$ cat src/dcf_pkg.sv
// ----------------------------------------------------------------------------
// dcf_pkg
// Types, constants and the double-dabble step for the decimal ASCII formatter.
// ----------------------------------------------------------------------------
package dcf_pkg;

  localparam int BIN_W     = 32;
  localparam int DIGITS    = 10;
  localparam int BCD_W     = DIGITS * 4;
  localparam int STEP_BITS = 8;
  localparam int STAGES    = BIN_W / STEP_BITS;
  localparam int DIG_IW    = $clog2(DIGITS);

  localparam logic [7:0] CHAR_ZERO = 8'h30;
  localparam logic [7:0] CHAR_CR   = 8'd13;
  localparam logic [7:0] CHAR_LF   = 8'd10;

  typedef struct packed {
    logic [31:0] value;
    logic        add_line_end;
  } in_t;

  typedef struct packed {
    logic [7:0] out_char;
    logic       last_char;
  } out_t;

  typedef struct packed {
    logic [BCD_W-1:0] bcd;
    logic [BIN_W-1:0] bin;
    logic             line_end;
  } work_t;

  typedef enum logic [1:0] {
    SER_IDLE,
    SER_DIGIT,
    SER_CR,
    SER_LF
  } ser_state_t;

  // Shift STEP_BITS binary bits into the BCD field, add-3 correction first.
  function automatic work_t dd_step(input work_t w);
    work_t r;
    r = w;
    for (int s = 0; s < STEP_BITS; s++) begin
      for (int d = 0; d < DIGITS; d++) begin
        if (r.bcd[d*4 +: 4] >= 4'd5) begin
          r.bcd[d*4 +: 4] = r.bcd[d*4 +: 4] + 4'd3;
        end
      end
      r.bcd = {r.bcd[BCD_W-2:0], r.bin[BIN_W-1]};
      r.bin = {r.bin[BIN_W-2:0], 1'b0};
    end
    return r;
  endfunction

endpackage

$ cat src/dcf_dd_stage.sv
// ----------------------------------------------------------------------------
// dcf_dd_stage
// One pipeline stage of the binary to BCD conversion (STEP_BITS bits).
// ----------------------------------------------------------------------------
module dcf_dd_stage (
  input  logic           clk,
  input  logic           rst_n,
  input  logic           up_valid,
  input  dcf_pkg::work_t up_work,
  output logic           up_ready,
  output logic           dn_valid,
  output dcf_pkg::work_t dn_work,
  input  logic           dn_ready
);

  logic           valid_r;
  dcf_pkg::work_t work_r;

  assign up_ready = !valid_r || dn_ready;
  assign dn_valid = valid_r;
  assign dn_work  = work_r;

  always_ff @(posedge clk) begin
    if (!rst_n) begin
      valid_r <= 1'b0;
    end else if (up_ready) begin
      valid_r <= up_valid;
    end
  end

  always_ff @(posedge clk) begin
    if (up_ready && up_valid) begin
      work_r <= dcf_pkg::dd_step(up_work);
    end
  end

endmodule

$ cat src/dcf_serializer.sv
// ----------------------------------------------------------------------------
// dcf_serializer
// Sends the significant BCD digits as ASCII, then optional CR LF.
// ----------------------------------------------------------------------------
module dcf_serializer (
  input  logic           clk,
  input  logic           rst_n,
  input  logic           up_valid,
  input  dcf_pkg::work_t up_work,
  output logic           up_ready,
  output logic           out_valid,
  output dcf_pkg::out_t  out_item,
  input  logic           out_stall
);

  dcf_pkg::ser_state_t           state_r, state_nxt;
  logic [dcf_pkg::BCD_W-1:0]     bcd_r;
  logic                          le_r;
  logic [dcf_pkg::DIG_IW-1:0]    pos_r, pos_nxt;
  logic [dcf_pkg::DIG_IW-1:0]    msd;
  logic                          out_valid_r;
  dcf_pkg::out_t                 out_item_r;
  logic                          out_free;
  logic                          emit;
  dcf_pkg::out_t                 byte_cur;
  logic                          take;

  assign out_valid = out_valid_r;
  assign out_item  = out_item_r;
  assign out_free  = !out_valid_r || !out_stall;
  assign emit      = (state_r != dcf_pkg::SER_IDLE) && out_free;
  assign up_ready  = (state_r == dcf_pkg::SER_IDLE) || (emit && byte_cur.last_char);
  assign take      = up_ready && up_valid;

  always_comb begin
    msd = '0;
    for (int d = 1; d < dcf_pkg::DIGITS; d++) begin
      if (up_work.bcd[d*4 +: 4] != 4'd0) begin
        msd = dcf_pkg::DIG_IW'(d);
      end
    end
  end

  always_comb begin
    byte_cur = '0;
    case (state_r)
      dcf_pkg::SER_DIGIT: begin
        byte_cur.out_char  = dcf_pkg::CHAR_ZERO + {4'd0, bcd_r[pos_r*4 +: 4]};
        byte_cur.last_char = (pos_r == '0) && !le_r;
      end
      dcf_pkg::SER_CR: begin
        byte_cur.out_char = dcf_pkg::CHAR_CR;
      end
      dcf_pkg::SER_LF: begin
        byte_cur.out_char  = dcf_pkg::CHAR_LF;
        byte_cur.last_char = 1'b1;
      end
      default: begin
        byte_cur = '0;
      end
    endcase
  end

  always_comb begin
    state_nxt = state_r;
    pos_nxt   = pos_r;
    if (emit) begin
      case (state_r)
        dcf_pkg::SER_DIGIT: begin
          if (pos_r != '0) begin
            pos_nxt = pos_r - 1'b1;
          end else if (le_r) begin
            state_nxt = dcf_pkg::SER_CR;
          end else begin
            state_nxt = dcf_pkg::SER_IDLE;
          end
        end
        dcf_pkg::SER_CR: state_nxt = dcf_pkg::SER_LF;
        dcf_pkg::SER_LF: state_nxt = dcf_pkg::SER_IDLE;
        default:         state_nxt = dcf_pkg::SER_IDLE;
      endcase
    end
    if (take) begin
      state_nxt = dcf_pkg::SER_DIGIT;
      pos_nxt   = msd;
    end
  end

  always_ff @(posedge clk) begin
    if (!rst_n) begin
      state_r     <= dcf_pkg::SER_IDLE;
      out_valid_r <= 1'b0;
    end else begin
      state_r <= state_nxt;
      if (out_free) begin
        out_valid_r <= emit;
      end
    end
  end

  always_ff @(posedge clk) begin
    pos_r <= pos_nxt;
    if (take) begin
      bcd_r <= up_work.bcd;
      le_r  <= up_work.line_end;
    end
    if (emit) begin
      out_item_r <= byte_cur;
    end
  end

endmodule

$ cat src/decimal_ascii_formatter.sv
// Path: an item passes the 4 conversion stages (the first loaded at the accepting
// edge), then the serializer load and the output register before its first byte.
// Throughput: one byte per cycle while out_stall is low; an item yields 1 to 12
// bytes (digit count, plus 2 with line end). The pipeline holds 4 more items.
// Reset (rst_n low, synchronous) clears all valid bits and the serializer.
// ----------------------------------------------------------------------------
// decimal_ascii_formatter
// Unsigned 32-bit to decimal ASCII, no leading zeros, optional CR LF.
// ----------------------------------------------------------------------------
module decimal_ascii_formatter (
  input  logic          clk,
  input  logic          rst_n,
  input  logic          in_valid,
  input  dcf_pkg::in_t  in_item,
  output logic          in_stall,
  output logic          out_valid,
  output dcf_pkg::out_t out_item,
  input  logic          out_stall
);

  logic           vld [dcf_pkg::STAGES+1];
  logic           rdy [dcf_pkg::STAGES+1];
  dcf_pkg::work_t wrk [dcf_pkg::STAGES+1];

  assign vld[0]      = in_valid;
  assign wrk[0].bcd  = '0;
  assign wrk[0].bin  = in_item.value;
  assign wrk[0].line_end = in_item.add_line_end;
  assign in_stall    = !rdy[0];

  for (genvar g = 0; g < dcf_pkg::STAGES; g++) begin : g_stage
    dcf_dd_stage u_stage (
      .clk      (clk),
      .rst_n    (rst_n),
      .up_valid (vld[g]),
      .up_work  (wrk[g]),
      .up_ready (rdy[g]),
      .dn_valid (vld[g+1]),
      .dn_work  (wrk[g+1]),
      .dn_ready (rdy[g+1])
    );
  end

  dcf_serializer u_ser (
    .clk       (clk),
    .rst_n     (rst_n),
    .up_valid  (vld[dcf_pkg::STAGES]),
    .up_work   (wrk[dcf_pkg::STAGES]),
    .up_ready  (rdy[dcf_pkg::STAGES]),
    .out_valid (out_valid),
    .out_item  (out_item),
    .out_stall (out_stall)
  );

endmodule
$ cat config.mk
export PLATFORM = sky130hd
export DESIGN_NAME = decimal_ascii_formatter
export DESIGN_NICKNAME = d
export VERILOG_FILES = /design/src/dcf_pkg.sv /design/src/dcf_dd_stage.sv /design/src/dcf_serializer.sv /design/src/decimal_ascii_formatter.sv
export SDC_FILE = /design/constraint.sdc
export NUM_CORES = 1
export LEC_CHECK = 0
export BUFFER_PORTS_ARGS = -buffer_cell sky130_fd_sc_hd__buf_2
export CAP_MARGIN = 20
export CORE_MARGIN = 4
export CORE_UTILIZATION = 35
export DETAILED_ROUTE_END_ITERATION = 8
export GPL_ROUTABILITY_DRIVEN = 1
export SLEW_MARGIN = 20
export SYNTH_ARGS = -nofsm -noshare
export SYNTH_HDL_FRONTEND = slang
export SYNTH_SLANG_ARGS = --single-unit
$ cat constraint.sdc
create_clock -name clk -period 7.8 [get_ports clk]
set_clock_uncertainty 0.2 [all_clocks]
set_input_delay 0.39 -clock clk [delete_from_list [all_inputs] [get_ports clk]]
set_output_delay 0.39 -clock clk [all_outputs]
set_load 0.005 [all_outputs]
==> results.py <==
metrics = {
    "outcome": {
        "status": "complete, no violations",
    },
    "worst_hold_path": {
        "hold_depth": 3,
        "min_path_type": "input port to flop",
    },
    "placed_design": {
        "place_inst": 4078,
        "placed_area_um2": 27500,
        "gp_congestion": 0.823,
        "place_hpwl_mm": 38.8,
        "io_buffers": 45,
    },
    "final_layout": {
        "design_area_um2": 28900,
        "antenna-diode-count": 0,
        "drive_gt1_share_pct": 13.8,
        "nets": 3367,
        "stdcell_count": 4166,
        "area_growth_pct": 9.64,
    },
    "cts": {
        "numCtsBuffers": 29,
        "insertion_delay_ns": 0.58,
        "root_buffer": "clkbuf_16",
        "path_clk_slew_ns": 0.06,
        "cts_max_path_buffers": 3,
        "clock-sinks": 212,
        "cts_tree": "done",
        "cts_max_level": 1,
    },
    "floorplanning": {
        "dieArea_um2": 79800,
        "initial_utilization_pct": 35.4,
        "die_y_um": 282,
        "rows": 100,
        "core_area_um2": 74600,
        "io_pins": 48,
        "die_x_um": 282,
    },
    "sta": {
        "rsz0062_at_grt": "no",
        "setup_tns_ns": 0,
        "timing.slew.headroom_pct": 42.3,
        "setup_viol": 0,
        "worst_slew_pin_slew_ns": 0.861,
        "drv_slew": 0,
        "post-route-period-util_pct": 91.6,
        "hold_slack_ns": 0.104,
        "period_needed_ns": 7.14,
        "hold_viol_final": 0,
        "clock.fmax_mhz": 140,
    },
    "yosys": {
        "ys_seq_area_share_pct": 23.9,
        "yosysMostFrequentCell": "nand2_1",
        "yosysWarnings": 0,
        "synth_cell_types": 142,
        "netlist_top_cells_count": "nand2_1, nor2_1, a21oi_1",
        "ys_seq_elements": 212,
        "async_flop_share_pct": 0,
        "postSynthAreaPerCell_um2": 8.40,
        "yosysTopAreaCellShare_pct": 23.4,
        "synth.area.top_cells": "edfxtp_1, ha_1, mux2i_1",
        "yosysTopAreaCell": "edfxtp_1",
        "syn-cell-area_um2": 26400,
        "synth_edf_count": 205,
        "netlist_instances": 3137,
        "synth_flop_cell": "edfxtp_1",
    },
    "setup_path": {
        "arrival_ns": 7.27,
        "reg2reg_depth": 32,
        "start_kind": "flop",
        "crit_path_frequent_cell": "ha_1",
        "required_ns": 7.93,
        "cp-end-kind": "flop",
        "cp_slowest_cell": "edfxtp_1",
        "cp_slowest_stage_delay_ns": 0.46,
        "cp_max_fo": 6,
        "critPathKind": "flop to flop",
    },
    "detailed_routing": {
        "drt_pass1_iterations": 5,
        "drc": 0,
        "drt_iter0_drc": 1147,
        "wl_per_cell_um": 12.4,
        "avgViaCountPerCell": 5.36,
        "drt-total-wl_mm": 51.5,
        "vias": 22300,
        "antenna_left": 0,
    },
    "global_route": {
        "overflow": 0,
        "grt_antenna_before_repair": 0,
        "grt_max_degree": 42,
        "grt_pass1_vias": 20300,
        "grt_pass1_wl_mm": 90.4,
        "track_usage_pct": 12.5,
    },
    "run": {
        "drv_cap": 0,
    },
}
==> what timing repair did <==
action                                  4_1_cts  5_1_grt
endpoints found under the hold margin        34        0
setup buffers                                 0        3
gates resized for setup                       0       10
hold buffers                                 31        0
endpoints found under the setup margin        0       17
==> cells in the final DEF (no fill, tap or decap), types with 55 or more instances in the layout <==
master and n:
a21oi_1 217, edfxtp_1 205, ha_1 155, inv_1 201
mux2i_1 118, nand2_1 280, nand2b_1 76, nand3_1 74
nor2_1 264, nor3_1 55, o21ai_0 159, o21ai_1 66
xnor2_1 67
==> flip-flops by register name, summed over array words and instances, names as in the netlist <==
| name | flops |
|---|---|
| g_stage.u_stage.dn_valid | 4 |
| g_stage.u_stage.dn_work | 154 |
| u_ser.bcd_r | 40 |
| u_ser.state_r | 2 |
| u_ser.le_r | 1 |
| u_ser.out_valid | 1 |
| u_ser.out_item | 6 |
| u_ser.pos_r | 4 |
==> through the flow <==
stage | setup WS (ns) | util, %
2_1_floorplan | 1.20 | -
3_3_place_gp | 0.633 | 36.9
3_5_place_dp | 0.476 | 36.9
4_1_cts | 0.458 | 38.6
5_1_grt | 0.00641 | 38.8
6_report | 0.657 | 38.8
==> path summary, 6_finish.rpt <==
kind,startpoint,to,slack [ns]
max,g_stage[2].u_stage.dn_work[49],g_stage[3].u_stage.dn_work[52],0.66
min,in_item[32],g_stage[0].u_stage.dn_work[42],0.10
max reg2reg,g_stage[2].u_stage.dn_work[49],g_stage[3].u_stage.dn_work[52],0.66
min reg2reg,g_stage[1].u_stage.dn_work[22],g_stage[2].u_stage.dn_work[30],0.21
==> cell families (layout without fill, tap and decap cells) <==
logic type      count (synthesis)  count (layout)  share of synthesized area, %
compound gates               1095            1095                          30.4
simple gates                 1043            1043                          19.8
buf+inv                       300             359                          4.52
flops                         212             212                          23.9
mux                           206             206                          9.05
fa+ha+maj                     158             158                          7.48
xor+xnor                      122             122                          4.79
other cells                     1               2                        0.0142
==> final cells by class <==
cell class	instances	area (µm²)
Multi-Input combinational cell	2626	19000
Inverter	214	803
Fill cell	7597	45700
Timing Repair Buffer	92	668
Sequential cell	212	6300
Clock buffer	33	741
Clock inverter	20	228
Tap cell	969	1210
==> routing by layer <==
metal / GRT usage (%) / vias up / share of wire [%]
li1: - / 11900 / -
met1: 17.5 / 10200 / 51
met2: 21.2 / 214 / 45
met3: 1.41 / 45 / 2.6
met4: 2.20 / 0 / 1.4
met5: 0 / - / 0
==> worst max-delay path: cells and delay by family, from the launching register on <==
family	cells	cell delay, ns
AOI/OAI and AO/OA	11	2.32
buffers and inverters	4	0.32
DFF	1	0.46
muxes	1	0.31
adders and majority gates	6	1.28
and+or+nand+nor	10	1.99
Power is left out: the tool's default activity adds up to more than one toggle a clock period on the data nets, which glitch-free logic cannot reach.
